[config.mk]
export PLATFORM = sky130hd
export DESIGN_NAME = rpa_ram
export DESIGN_NICKNAME = d
export VERILOG_FILES = /design/src/hw/rtl/assert_macros.svh /design/src/hw/rtl/rpa_ram.sv
export SDC_FILE = /design/constraint.sdc
export NUM_CORES = 2
export LEC_CHECK = 0
export ABC_AREA = 0
export BUFFER_PORTS_ARGS = -buffer_cell sky130_fd_sc_hd__clkbuf_2
export CAP_MARGIN = 20
export CELL_PAD_IN_SITES_DETAIL_PLACEMENT = 2
export CELL_PAD_IN_SITES_GLOBAL_PLACEMENT = 2
export CORE_ASPECT_RATIO = 1.1
export CORE_MARGIN = 5
export CORE_UTILIZATION = 35
export DETAILED_ROUTE_END_ITERATION = 12
export PLACE_DENSITY_LB_ADDON = 0.12
export REMOVE_ABC_BUFFERS = 1
export SYNTH_ARGS = -nofsm -noshare
export SYNTH_HDL_FRONTEND = slang
export SYNTH_SLANG_ARGS = --single-unit
[constraint.sdc]
create_clock -name clk -period 5.6 [get_ports clk]
set_clock_uncertainty 0.1 [all_clocks]
set_input_delay 1.12 -clock clk [delete_from_list [all_inputs] [get_ports clk]]
set_output_delay 1.12 -clock clk [all_outputs]
set_load 0.01 [all_outputs]
[src/hw/rtl/assert_macros.svh]
// Assertion helpers shared by the RTL.
`ifndef ASSERT_MACROS_SVH
`define ASSERT_MACROS_SVH

`ifndef NO_ASSERTIONS

// Checked on every rising edge outside reset.
`define RPA_ASSERT(label, clk, rst, prop) \
  label: assert property (@(posedge clk) disable iff (rst) prop) \
    else $error("%m: assertion failed");

// Checked on every rising edge, reset included.
`define RPA_ASSERT_ALWAYS(label, clk, prop) \
  label: assert property (@(posedge clk) prop) \
    else $error("%m: assertion failed");

`else

`define RPA_ASSERT(label, clk, rst, prop)
`define RPA_ASSERT_ALWAYS(label, clk, prop)

`endif

`endif

[src/hw/rtl/rpa_ram.sv]
module rpa_ram #(
  parameter int unsigned WIDTH = 8,
  parameter int unsigned DEPTH = 256
) (
  input  logic                                      clk,
  input  logic                                      we,
  input  logic [((DEPTH > 1) ? $clog2(DEPTH) : 1)-1:0] waddr,
  input  logic [WIDTH-1:0]                          wdata,
  input  logic                                      re,
  input  logic [((DEPTH > 1) ? $clog2(DEPTH) : 1)-1:0] raddr,
  output logic [WIDTH-1:0]                          rdata
);

  logic [WIDTH-1:0] mem [DEPTH];

  always_ff @(posedge clk) begin
    if (we) begin
      mem[waddr] <= wdata;
    end
    if (re) begin
      rdata <= mem[raddr];
    end
  end

endmodule

### Word level (Yosys, flattened, before mapping)

Memories as Yosys holds them, arrays and structs flattened. A register that Yosys moved wholly into a read port is not among the register bits.
Index checks and enable logic that the tools add are counted.

* add/sub/neg operators: 0
* multiply operators: 0
* divide/modulo/power cells: 0
* order comparisons: 0
* equal/unequal tests: 0
* shifts and indexed selects: 0
* multiplexer cells: 2
* bitwise logic cells: 0
* reduce and logical (&&, ||, !) cells: 0

Operator list (count)
* $mux W1: 2

* bits in registers: 0
* latch bits: 0
* RAM bits: 2048
* memory bits (read-only): 0
* input port bits: 27
* output and inout bits: 8
* memories: 1

Memories
* mem: words 256, bits a word 8, rd ports 1, clocked after Yosys merged registers in 1, wr ports 1, RTL line rpa_ram.sv:14 `logic [WIDTH-1:0] mem [DEPTH];`

### Logic depth before layout (Yosys ltp)

* word-level depth: 2
* gate-level depth with buffers: 11

### Least setup slack after synthesis

No wires, ideal clock.

* path type: input -> register
* start point: in raddr[0] (netlist bit)
* end point: reg rdata[2], read port of mem (data pin)
* arrival time: 2.927 ns
* data required time: 5.231 ns
* slack: 2.304 ns
* stages: 9
* cell sequence: buf_6 -> buf_12 -> buf_8 -> buf_2 -> mux4_2 -> a22oi_1 -> a21oi_1 -> nor4_1 -> nor4_2

RTL lines
* from (decl): RTL line rpa_ram.sv:10 `input logic [((DEPTH > 1) ? $clog2(DEPTH) : 1)-1:0] raddr,`
* to (decl): RTL line rpa_ram.sv:11 `output logic [WIDTH-1:0] rdata`

==> flow_summary_export.csv <==
group,metric,value,unit
run_status,status,"finished, final reports clean",
die,dieHeight,510,um
clocking,cts_root_buffer,"clkbuf_16",
placement,gp_congestion,0.752,
finish,layout_commonest_cell,"edfxtp_1",
synthesis,ys_warn_count,0,
timing,hold_viol_final,0,
pwr,p_per_area,357,mW/mm^2
critical_path,crit_type,"in -> reg",
timing,setup_viol,0,
clocking,hold_buffers,0,
synthesis,synthAdderAreaFrac,0,%
critical_path,crit_start,"raddr[0]",
synthesis,yosys.area_share.simple,2.63,%
finish,layout_common_cells,"edfxtp_1, mux4_2, nor2_1",
critical_path,critPathMaxFanout,50,
critical_path,end_kind,"flop",
timing,fmax,236,MHz
synthesis,ys_ff_latch,2056,
grt,use_met1,27.7,%
grt,grt_max_degree,123,
placement,port_buffers,34,
clocking,post_cts_buffers,0,
critical_path,arrival,4.69,ns
critical_path,crit_chain,"buf_8 -> buf_12 -> mux4_2 -> nand2b_1 -> a311oi_1 -> o221ai_1 -> a211oi_1 -> nor4_1",
critical_path,critPathBufInv,2,
die,die_x,465,um
grt,grt_pass1_vias,42828,
clocking,cts_resized,0,
synthesis,netlist_area,0.0796,mm^2
timing,fin_ws,1.37,ns
synthesis,synth.avg_cell_area,21.3,um^2
min_path,hold_path.class,"in -> reg",
timing,slew_viol_final,0,
finish,drive_above_1_share,25.0,%
critical_path,reg2reg_from,"mem[34][3]",
placement,pre_cts_ws,0.477,ns
die,design.portCount,35,
detailed_routing,first_pass_iters,6,
detailed_routing,antenna_left,0,
timing,rsz0062_at_grt,"no",
timing,finalCritPeriodShare,75.5,%
synthesis,synth_edf_count,2056,
synthesis,synth_cell_types,54,
timing,relSlewSlack,19.8,%
clocking,cts_max_path_buffers,3,
synthesis,synth_flop_cell,"edfxtp_1",
synthesis,ys_seq_area_share,77.5,%
finish,final-seq-area,0.0617,mm^2
synthesis,synthArstFlopShare,0,%
synthesis,synth-xor-area-share,0,%
timing,tightest_slew,1.20,ns
finish,fill_cells,21034,
grt,grt_pass1_wl,341000,um
detailed_routing,wl,241000,um
critical_path,crit_family,"compound AO/OA/AOI/OAI gates",
critical_path,startpoint_type,"primary input",
min_path,hold_start,"wdata[5]",
detailed_routing,drc,0,
die,rows,183,
critical_path,critical_path.max_stage_delay,0.86,ns
grt,met2_usage,34.8,%
grt,gr-usage-all-layers,20.3,%
die,die_area,0.237,mm^2
grt,grt-ovfl-total,0,
pwr,irDropWorstVdd,0.000320,V
detailed_routing,drt_first_iter_violations,3682,
finish,area_growth,14.3,%
die,initial_core_util,35.2,%
critical_path,crit_required,6.06,ns
clocking,cts-htree-levels,4,
clocking,cts_made_buffers,218,
die,coreArea,0.226,mm^2
grt,gr-usage-met3,2.50,%
flow_run,maxCapViolCount,0,
critical_path,crit_path_top_delay_cell,"a211oi_1",
detailed_routing,wire_per_inst,33.8,um
timing,finalSetupTns,0,ns
synthesis,synth_top_family_by_area,"multiplexers",
synthesis,synth_mux_area_share,14.6,%
clocking,cts_sinks,2056,
clocking,tritoncts,"yes",
grt,antenna_found_initial,11,
timing,post-route-min-period,4.23,ns
detailed_routing,avgViaCountPerCell,5.48,
clocking,clk_latency,0.87,ns
finish,multi_input_area,0.0166,mm^2
clocking,cts.clk_slew.worst_paths,0.06,ns
synthesis,synthCells,3733,
synthesis,synth_compound_area_share,3.42,%
pwr,power_leakage,28.0,nW
finish,num-nets-final,4006,
placement,dp_hpwl,150000,um
detailed_routing,vias,39088,
grt,grt.busiest_layer,"met2",
[power by group]
part | switching (mW) | internal (mW)
combinational | 1.11 | 0.542
sequential | 0.0307 | 17.0
clock | 6.08 | 7.75
[state kept, by name, summed over array words and instances (netlist names)]
register / flops
rdata: 8
mem: 2048
[final cells by class]
cell class / instances / area share, %
antenna: 8 / 0.0220
clock buffer: 259 / 6.23
clock inverter: 144 / 1.17
inverter: 2 / 0.00825
multi-input combinational: 1442 / 18.2
sequential: 2056 / 67.8
tap: 2960 / 4.07
timing repair buffer: 259 / 2.49
[worst paths after layout]
kind / endpoint / slack, ns / cells past startpoint
worst min register to register: rdata[4] / 1.04 / 6
worst min-delay path: mem[193][5] / 0.60 / 1
worst max-delay path: rdata[3] / 1.37 / 8
worst max register to register: rdata[3] / 2.33 / 6
[worst reg2reg max path: cells and delay by family (launching register included)]
kind	cells	cell delay, ns
muxes	1	0.45
AOI/OAI and AO/OA	3	1.76
DFF	1	0.38
and+or+nand+nor	2	0.29
[kinds of logic after synthesis]
kind of cell    count (synthesis)
flops                        2056
compound gates                385
mux                           591
simple gates                  466
buf+inv                       235
[cell usage after synthesis, types with 13 or more instances]
cell	number	area (um^2)
edfxtp_1	2056	61700
mux4_2	454	10200
nor2_1	282	1060
mux2i_1	134	1340
a22oi_1	133	998
clkbuf_1	111	417
a21oi_1	96	480
o221ai_1	46	403
nand3_1	34	170
nand2_1	33	124
buf_2	31	155
nor2b_1	31	194
o22ai_1	28	175
buf_4	27	203
nor4_1	24	150
buf_1	22	82.6
nor3_1	22	110
buf_6	21	236
a211oi_1	16	120
a221oi_1	13	114
buf_8	13	195
[stage by stage]
| step | utilization, % | instances | area [um^2] | hold WS [ns] | power, mW |
|---|---|---|---|---|---|
| after floorplan | - | 3500 | 78200 | 0.757 | 17.9 |
| after global placement | 37.2 | 6716 | 84300 | 1.03 | 19.0 |
| after detailed placement | 37.3 | 6719 | 84300 | 1.05 | 19.0 |
| after CTS | 40.2 | 7122 | 91000 | 0.541 | 32.9 |
| after global routing | 40.2 | 7123 | 91000 | 0.558 | 33.6 |
| final | 40.2 | 7130 | 91000 | 0.596 | 32.5 |
[layer usage]
metal | vias up | share of wire, %
met4 | 0 | 2.2
met2 | 874 | 51
met5 | - | 0
met3 | 263 | 3.8
li1 | 16248 | -
met1 | 21703 | 43
No activity file was read; power rests on OpenSTA's default activity.
