<file path="config.mk">
export PLATFORM = sky130hd
export DESIGN_NAME = rpa_addr_check
export DESIGN_NICKNAME = d
export VERILOG_FILES = /design/src/hw/rtl/assert_macros.svh /design/src/hw/rtl/rpa_pkg.sv /design/src/hw/rtl/rpa_addr_check.sv
export SDC_FILE = /design/constraint.sdc
export NUM_CORES = 1
export LEC_CHECK = 0
export ABC_AREA = 1
export BUFFER_PORTS_ARGS = -buffer_cell sky130_fd_sc_hd__buf_2
export CORE_MARGIN = 2
export CORE_UTILIZATION = 45
export DETAILED_ROUTE_END_ITERATION = 8
export PLACE_DENSITY = 0.84
export SKIP_LAST_GASP = 1
export SYNTH_ARGS = -nofsm -noshare
export SYNTH_HDL_FRONTEND = slang
export SYNTH_SLANG_ARGS = --single-unit
</file>
<file path="constraint.sdc">
create_clock -name vclk -period 1.6
set_clock_uncertainty 0.05 [all_clocks]
set_input_delay 0.16 -clock vclk [all_inputs]
set_output_delay 0.16 -clock vclk [all_outputs]
set_load 0.005 [all_outputs]
</file>
<file path="src/hw/rtl/assert_macros.svh">
// Assertion helpers shared by the RTL.
`ifndef ASSERT_MACROS_SVH
`define ASSERT_MACROS_SVH

`ifndef NO_ASSERTIONS

// Checked on every rising edge outside reset.
`define RPA_ASSERT(label, clk, rst, prop) \
  label: assert property (@(posedge clk) disable iff (rst) prop) \
    else $error("%m: assertion failed");

// Checked on every rising edge, reset included.
`define RPA_ASSERT_ALWAYS(label, clk, prop) \
  label: assert property (@(posedge clk) prop) \
    else $error("%m: assertion failed");

`else

`define RPA_ASSERT(label, clk, rst, prop)
`define RPA_ASSERT_ALWAYS(label, clk, prop)

`endif

`endif

</file>
<file path="src/hw/rtl/rpa_pkg.sv">
package rpa_pkg;

  localparam int unsigned PAGES      = 32768;
  localparam int unsigned COUNT_BITS = 8;
  localparam int unsigned IDX_W      = (PAGES > 1) ? $clog2(PAGES) : 1;
  localparam int unsigned DEPTH_W    = $clog2(PAGES + 1);
  localparam int unsigned PAGE_SHIFT = 12;
  localparam int unsigned PG_W       = 32 - PAGE_SHIFT;

  typedef logic [IDX_W-1:0]      idx_t;
  typedef logic [COUNT_BITS-1:0] count_t;
  typedef logic [DEPTH_W-1:0]    depth_t;

  localparam count_t COUNT_MAX = '1;

  localparam logic [2:0] ACT_ALLOC  = 3'd0;
  localparam logic [2:0] ACT_FREE   = 3'd1;
  localparam logic [2:0] ACT_INCREF = 3'd2;
  localparam logic [2:0] ACT_GETREF = 3'd3;
  localparam logic [2:0] ACT_DONATE = 3'd4;

  typedef enum logic [2:0] {
    ST_OK       = 3'd0,
    ST_NO_PAGE  = 3'd1,
    ST_MISALIGN = 3'd2,
    ST_RANGE    = 3'd3,
    ST_ZERO     = 3'd4,
    ST_OVERFLOW = 3'd5
  } status_t;

  typedef enum logic [0:0] {
    REG_REGION_BASE  = 1'b0,
    REG_USABLE_START = 1'b1
  } cfg_reg_t;

  typedef enum logic [1:0] {
    S_CLEAR,
    S_IDLE,
    S_EXEC
  } state_t;

  typedef struct packed {
    logic [2:0]  action;
    logic [31:0] page_addr;
  } rpa_in_t;

  typedef struct packed {
    logic [2:0]  status;
    logic [31:0] alloc_addr;
    logic [7:0]  ref_count;
    logic        page_freed;
  } rpa_out_t;

  typedef struct packed {
    status_t status;
    idx_t    idx;
  } chk_t;

  function automatic logic [7:0] count_out(count_t c);
    logic [31:0] w;
    w = 32'(c);
    return w[7:0];
  endfunction

endpackage

</file>
<file path="src/hw/rtl/rpa_addr_check.sv">
module rpa_addr_check (
  input  logic [31:0]   page_addr,
  input  logic [31:0]   base,
  input  logic [31:0]   usable_start,
  input  logic          need_usable,
  output rpa_pkg::chk_t chk
);
  import rpa_pkg::*;

  logic [31:0]   diff;
  logic [PG_W:0] pg;
  logic          in_span;

  always_comb begin
    diff    = page_addr - base;
    pg      = {1'b0, diff[31:PAGE_SHIFT]};
    in_span = pg < (PG_W + 1)'(PAGES);
    chk.idx = pg[IDX_W-1:0];
    if (page_addr[PAGE_SHIFT-1:0] != '0) begin
      chk.status = ST_MISALIGN;
    end else if (page_addr < base || (need_usable && page_addr < usable_start) ||
                 !in_span) begin
      chk.status = ST_RANGE;
    end else begin
      chk.status = ST_OK;
    end
  end

endmodule

</file>
Yosys cells after proc, flatten, opt, wreduce, memory -nomap -nowiden
Cells that the tools add are included.
Storage, ports and cells
  register bits: 0
  bits in latches: 0
  bits in writable memories: 0
  bits in read-only memories: 0
  bits of input ports: 97
  output and inout port bits: 18
  word-level logic and storage cells: 11
  memories: 0
Cells by class
  $add $sub $neg: 1
  multipliers: 0
  divide/modulo/power cells: 0
  order comparisons: 3
  eq/ne operators: 0
  shift-type cells: 0
  multiplexer cells: 2
  bitwise logic cells: 0
  reductions and logical operators: 5
Operators with widths (number)
  32-bit less-than comparator: 2
  32-bit subtractor: 1
  20-bit by 16-bit less-than comparator with 1-bit output, second input constant: 1
  12-bit nonzero test: 1
  2-bit two-way mux: 2
  1-bit logical OR: 2
  1-bit logical AND: 1
  1-bit zero test: 1

Longest topological paths before layout
Gate-level depths: netlist of the first run.
  depth in word-level cells: 6
  mapped depth: 19
  gate-level depth less buffers: 19

Worst setup path before layout of the first run
OpenSTA, ideal clock, no wires.
  path kind: input-to-output
  from: in base[12]
  to: out chk[16] (netlist bit)
  data arrival time: 1.515 ns
  data required time: 1.390 ns
  slack: -0.125 ns
  cell stages on the path: 16
  path buffers: 0
  cells stage by stage: inv_1 > ha_1 > nand2_1 > inv_1 > nand2_1 > nand2_1 > a21oi_1 > nand2_1 > nand2_1 > nand2_1 > nand2_1 > nand2_1 > nor2_2 > nand3_2 > nor2_2 > nand2_1
RTL lines
  from (decl): line rpa_addr_check.sv:3  | input logic [31:0] base,
  to (decl): line rpa_addr_check.sv:6  | output rpa_pkg::chk_t chk

==> flow_summary.json, run 1 <==
{
  "run_status": "complete, but fails checks",
  "violations": "setup timing",
  "vias": 5072,
  "place.gp.congestion": 0.923,
  "floorplan.die_area_um2": 7320,
  "power.leakage_nw": 3.22,
  "avgSynthCellArea_um2": 5.22,
  "port_buffers": 114,
  "die_h_um": 85.5,
  "layout_commonest_cell": "nand2_1",
  "io_pins": 115,
  "drive_gt1_frac": 0.579,
  "syn-num-nets": 732,
  "ys_seq_area_frac": 0,
  "critPathKind": "primary input to primary output",
  "diodes": 0,
  "clock.fmax_ghz": 0.433,
  "drc": 0,
  "rows": 29,
  "synth_area_um2": 2990,
  "nets": 943,
  "hold_class": "primary input to primary output",
  "seq_cells": 0,
  "cp_slowest_cell": "nor3_1",
  "rsz0062_at_grt": "true",
  "period_needed_ns": 2.31,
  "crit_start": "base[12]",
  "grt_max_degree": 6,
  "die_x_um": 85.5,
  "firstDrtPassIters": 6,
  "critPathMaxStageDelay_ns": 0.39,
  "power.density_nw_per_um2": 403,
  "cp_data_arrival_time_ns": 2.10,
  "p_total_mw": 2.32,
  "tightest_slew_ns": 0.495,
  "antenna_found_initial": 0,
  "cp-start-kind": "primary input",
  "worst_slack_ns": -0.710,
  "drt_iter0_markers": 482,
  "dp_hpwl_um": 8470,
  "layout_common_cells": "nand2_1 (109), inv_1 (103), buf_4 (90), buf_2 (86), nand2_2 (67)",
  "design_area_um2": 5770,
  "synthCells": 573,
  "slew_headroom": 0.667,
  "path_cells": "buf_2 -> inv_2 -> ha_4 -> nand2_4 -> inv_2 -> nand2_4 -> buf_4 -> nor3_1 -> nand2_1 -> nand2_1 -> buf_4 -> xor2_1 -> buf_2",
  "grt_pass1_vias": 4402,
  "hold_ws_ns": 0.703,
  "routedWlPerCell_um": 19.0,
  "hold_buffers": 0,
  "fin_crit_sh": 1.44,
  "vdd_ir_drop_max_mv": 0.257,
  "crit_path_end_kind": "primary output",
  "maxCapViolCount": 0,
  "initial_utilization": 0.468,
  "via_per_inst": 5.90,
  "gr-total-overflow": 0,
  "crit_fanout": 4,
  "seqCellArea_um2": 0,
  "synthDistinctLibCells": 29,
  "grt.total_usage": 0.309,
  "drt_wl_total_um": 16300,
  "min_from": "page_addr[2]",
  "setup_viol": 17,
  "place_area_um2": 4650,
  "synth_warnings": 0,
  "core-area_um2": 6390,
  "area_growth_pct": 92.9,
  "fillerInstances": 267,
  "n_clock_buffer": 0,
  "grt_pass1_wl_um": 19000,
  "ant_nets": 0,
  "slew_viol_final": 0,
  "critPathRequiredTime_ns": 1.39,
  "finalHoldViolations": 0
}
==> cells in the mapped netlist (all sizes together) <==
| cell | count | share of area |
|---|---|---|
| nand2 | 205 | 0.26 |
| inv | 148 | 0.19 |
| ha | 62 | 0.26 |
| a21oi | 46 | 0.077 |
| nor2 | 35 | 0.049 |
| nand3 | 15 | 0.027 |
| nor3 | 10 | 0.018 |
| o21ai | 9 | 0.015 |
| xor2 | 8 | 0.023 |
| xnor2 | 7 | 0.020 |
| a31oi | 5 | 0.010 |
| nor4 | 4 | 0.0084 |
| o21bai | 4 | 0.010 |
| nand4 | 3 | 0.0063 |
| and3 | 2 | 0.0042 |
| nor3b | 2 | 0.0084 |
| o21a | 2 | 0.0050 |
| a211oi | 1 | 0.0025 |
| and2 | 1 | 0.0021 |
| buf | 1 | 0.0025 |
| conb | 1 | 0.0013 |
| nand3b | 1 | 0.0025 |
| o211ai | 1 | 0.0025 |
==> metal layers <==
layer	vias up	GRT usage	part of all wire	wire [um]
met1	2241	0.375	0.35	5680
met2	473	0.599	0.46	7560
met4	0	0.0534	0.087	1410
met3	171	0.0183	0.10	1650
li1	2187	-	-	-
met5	-	0	0	0
==> final timing paths <==
check	endpoint	slack, ns	depth (start not counted)
worst max-delay path	chk[5]	-0.71	13
worst min-delay path	chk[15]	0.70	5
==> stage by stage <==
step                worst slack [ns]   util  instances  TNS [ns]
floorplan                    -0.0657      -        573    -0.116
global placement              -0.496  0.728        838     -4.75
detailed placement            -0.496  0.728        838     -4.97
CTS                           -0.357  0.835        850     -4.14
global route                  -0.740  0.904        859     -9.12
finish                        -0.710  0.904        859     -8.37
==> power breakdown <==
part           internal, mW  switching [mW]
clock                     0               0
combinational          1.06            1.26
sequential                0               0
==> final cells by class <==
type	instances	area, um^2	area share
Multi-Input combinational cell	424	3600	0.623
Tap cell	77	96.3	0.0167
Inverter	148	573	0.0993
Timing Repair Buffer	210	1500	0.261
==> worst max-delay path, delay by kind of cell <==
kind	cells	cell delay [ns]
xor+xnor	1	0.15
fa+ha+maj	1	0.31
buf+inv	6	0.65
simple gates	5	0.83
==> timing repair <==
item,in CTS,in global routing
gates resized for setup,160,104
buffers inserted,12,11
pin swaps,76,65
gates cloned,0,0
endpoints found under the setup margin,17,17
==> cell families (layout without fill, tap and decap cells) <==
kind of cell               after synthesis  after routing  share of synthesized area
AOI/OAI and AO/OA                       68             68                      0.123
xor gates and xnor gates                15             15                     0.0439
adders and majority gates               62             62                      0.259
buffers and inverters                  149            358                      0.188
other                                    1              1                    0.00125
and+or+nand+nor                        278            278                      0.385
Power figures use the tool's default switching activity.
==> run 2, diff against run 1 <==
REMOVE_ABC_BUFFERS = 1   (was unset)
==> flow_summary.json, run 2 <==
{
  "run_status": "aborted with a tool error",
  "haltStage": "global routing (5_1_grt)",
  "error": "[ERROR GRT-0232] Routing congestion too high. Check the congestion heatmap in the GUI.",
  "yosys.area_share.simple": 0.385,
  "synth_top_area_frac": 0.259,
  "worstEpCategory": "output port",
  "synthCells": 573,
  "avgSynthCellArea_um2": 5.22,
  "synth_mux_area_frac": 0,
  "place.gp.congestion": 0.943,
  "hold_buffers": 0,
  "rows": 29,
  "synth_compound_area_frac": 0.123,
  "grt.total_usage": 0.681,
  "synthAdderAreaFrac": 0.259,
  "grt_max_degree": 6,
  "die_h_um": 85.5,
  "gr-total-overflow": 1,
  "synth_area_um2": 2990,
  "ys_seq_area_frac": 0,
  "port_buffers": 114,
  "dp_hpwl_um": 8510,
  "yosys-top-cells-area": "ha_1 (26%), nand2_1 (25%), inv_1 (18%)",
  "synth_top_family_by_area": "simple AND/OR/NAND/NOR gates",
  "initial_utilization": 0.468,
  "synthDistinctLibCells": 29,
  "synth_warnings": 0,
  "yosysMostFrequentCell": "nand2_1",
  "synthTopCellsByCount": "nand2_1 (203), inv_1 (147), ha_1 (62)",
  "postGrtWorstEndpoint": "chk[16]",
  "die_x_um": 85.5,
  "synth-xor-area-share": 0.0439,
  "yosys.area.top_type": "ha_1",
  "io_pins": 115
}
==> run 2: cell counts after synthesis <==
Identical to the previous run, type by type.
==> run 2: kinds of logic after synthesis <==
group                    after synthesis
AND/OR/NAND/NOR                      278
buffers and inverters                149
other                                  1
adder cells (fa/ha/maj)               62
AO/OA/AOI/OAI                         68
XOR/XNOR                              15
==> run 2: through the flow <==
| stage | std cells | TNS [ns] | cell area (um^2) | worst slack [ns] | hold slack, ns |
|---|---|---|---|---|---|
| 3_3_place_gp | 849 | -6.30 | 4300 | -0.586 | 0.716 |
| 3_5_place_dp | 849 | -6.64 | 4300 | -0.590 | 0.722 |
| 2_1_floorplan | 572 | -0.263 | 2980 | -0.125 | 0.412 |
| 4_1_cts | 859 | -3.90 | 5380 | -0.392 | 0.697 |
==> run 2: what timing repair did <==
action	in CTS
pin swaps	86
resized for setup	222
setup endpoints to repair	17
buffers inserted	12
==> run 2: layer usage <==
metal	GRT overflow	track usage
met1	0	0.662
met2	0	0.898
met3	0	0.480
met4	1	0.704
met5	0	0.119
==> run 3, diff against run 2 <==
CORE_UTILIZATION = 30   (was 45)
PLACE_DENSITY = unset   (was 0.84)
PLACE_DENSITY_LB_ADDON = 0.15   (was unset)
clock period = 2.1 ns   (was 1.6 ns; I/O delays follow)
==> flow_summary.json, run 3 (synthesis gave the netlist of run 1 again) <==
{
  "crit_path_end_kind": "primary output",
  "n_clock_buffer": 0,
  "via_per_inst": 4.44,
  "layout_commonest_cell": "nand2_1",
  "grt_max_degree": 6,
  "slew_viol_final": 0,
  "port_buffers": 114,
  "fin_crit_sh": 1.01,
  "initial_utilization": 0.307,
  "grt.total_usage": 0.189,
  "hold_buffers": 0,
  "vias": 4115,
  "final_util": 0.602,
  "p_switching_mw": 0.809,
  "vdd_ir_drop_max_mv": 0.107,
  "rows": 36,
  "drt_wl_total_um": 10900,
  "die_h_um": 104,
  "routedWlPerCell_um": 11.8,
  "area_growth_pct": 95.8,
  "clock.fmax_ghz": 0.470,
  "worstHoldPathCells": 5,
  "nets": 954,
  "layout_common_cells": "nand2_1 (111), buf_4 (106), inv_1 (105), buf_2 (88), nand2_2 (65)",
  "swShare": 0.501,
  "crit_fanout": 3,
  "diodes": 0,
  "finalHoldViolations": 0,
  "drt_iter0_markers": 102,
  "period_needed_ns": 2.13,
  "grt_pass1_vias": 4136,
  "seqCellArea_um2": 0,
  "io_pins": 115,
  "grt_pass1_wl_um": 17700,
  "die_x_um": 104,
  "antenna_found_initial": 0,
  "setup_viol": 1,
  "firstDrtPassIters": 5,
  "drive_gt1_frac": 0.575,
  "floorplan.die_area_um2": 10800,
  "place_inst": 906,
  "pwr-share-comb": 1.000,
  "rsz0062_at_grt": "true",
  "power.density_nw_per_um2": 276,
  "seq_cells": 0,
  "place.gp.congestion": 0.869,
  "worst_slack_ns": -0.0271,
  "drc": 0,
  "dp_hpwl_um": 8600,
  "gr-total-overflow": 0,
  "tightest_slew_ns": 0.517,
  "run_status": "complete, but fails checks",
  "power.leakage_nw": 3.25,
  "ant_nets": 0,
  "min_from": "page_addr[2]",
  "sequentialPowerShare": 0,
  "clock_power_share": 0,
  "critPathRequiredTime_ns": 1.84,
  "violations": "setup timing",
  "critPathKind": "primary input to primary output",
  "maxCapViolCount": 0,
  "core-area_um2": 9730,
  "fin_cells": 926,
  "power.internal_mw": 0.806,
  "cp-start-kind": "primary input",
  "crit_start": "page_addr[10]",
  "cp_data_arrival_time_ns": 1.87,
  "slew_headroom": 0.652,
  "hold_class": "primary input to primary output"
}
[run 3: power by group through the flow]
stage	registers [mW]	clock network [mW]	logic [mW]
finish	0	0	1.62
global route	0	0	1.78
detailed placement	0	0	1.11
floorplan	0	0	0.585
CTS	0	0	1.42
global placement	0	0	1.10
[run 3: path summary, 6_finish.rpt]
path / to / slack (ns)
max: chk[14] / -0.03
min: chk[15] / 0.77
[run 3: cell type report]
cell class / instances / area [um^2]
fillers: 956 / 3870
repair buffers: 221 / 1550
well taps: 133 / 166
inverters: 148 / 571
multi-input cells: 424 / 3570
[run 3: metrics by stage]
| stage | setup slack (ns) | TNS, ns | hold WS [ns] | cell area, um^2 | power (mW) |
|---|---|---|---|---|---|
| 3_5_place_dp | -0.173 | -1.05 | 0.814 | 4370 | 1.11 |
| 2_1_floorplan | 0.275 | 0 | 0.512 | 2980 | 0.585 |
| 5_1_grt | -0.167 | -0.556 | 0.831 | 5860 | 1.78 |
| 3_3_place_gp | -0.204 | -1.26 | 0.818 | 4370 | 1.10 |
| 6_report | -0.0271 | -0.0271 | 0.774 | 5860 | 1.62 |
| 4_1_cts | -0.00837 | -0.0112 | 0.803 | 5340 | 1.42 |
[run 3: critical path, stage by stage]
cell	delay [ns]
buf_2	0.12
ha_4	0.29
nand2_2	0.07
buf_4	0.13
nor2_1	0.12
a21oi_2	0.08
nand2_2	0.13
buf_6	0.12
a31oi_4	0.08
o21bai_1	0.24
xor2_1	0.16
buf_2	0.13
[run 3: metal layers]
metal  part of all wire  GRT usage  routed length, um
met5                  0          0                  0
met4             0.0060     0.0174                 65
met3              0.037     0.0113                403
met2               0.50      0.355               5470
met1               0.45      0.245               4960
[run 3: what timing repair did]
item / in CTS / in global routing
cloned: 0 / 0
pin swaps: 83 / 97
gates resized for setup: 182 / 134
setup endpoints to repair: 12 / 11
buffers inserted: 12 / 8
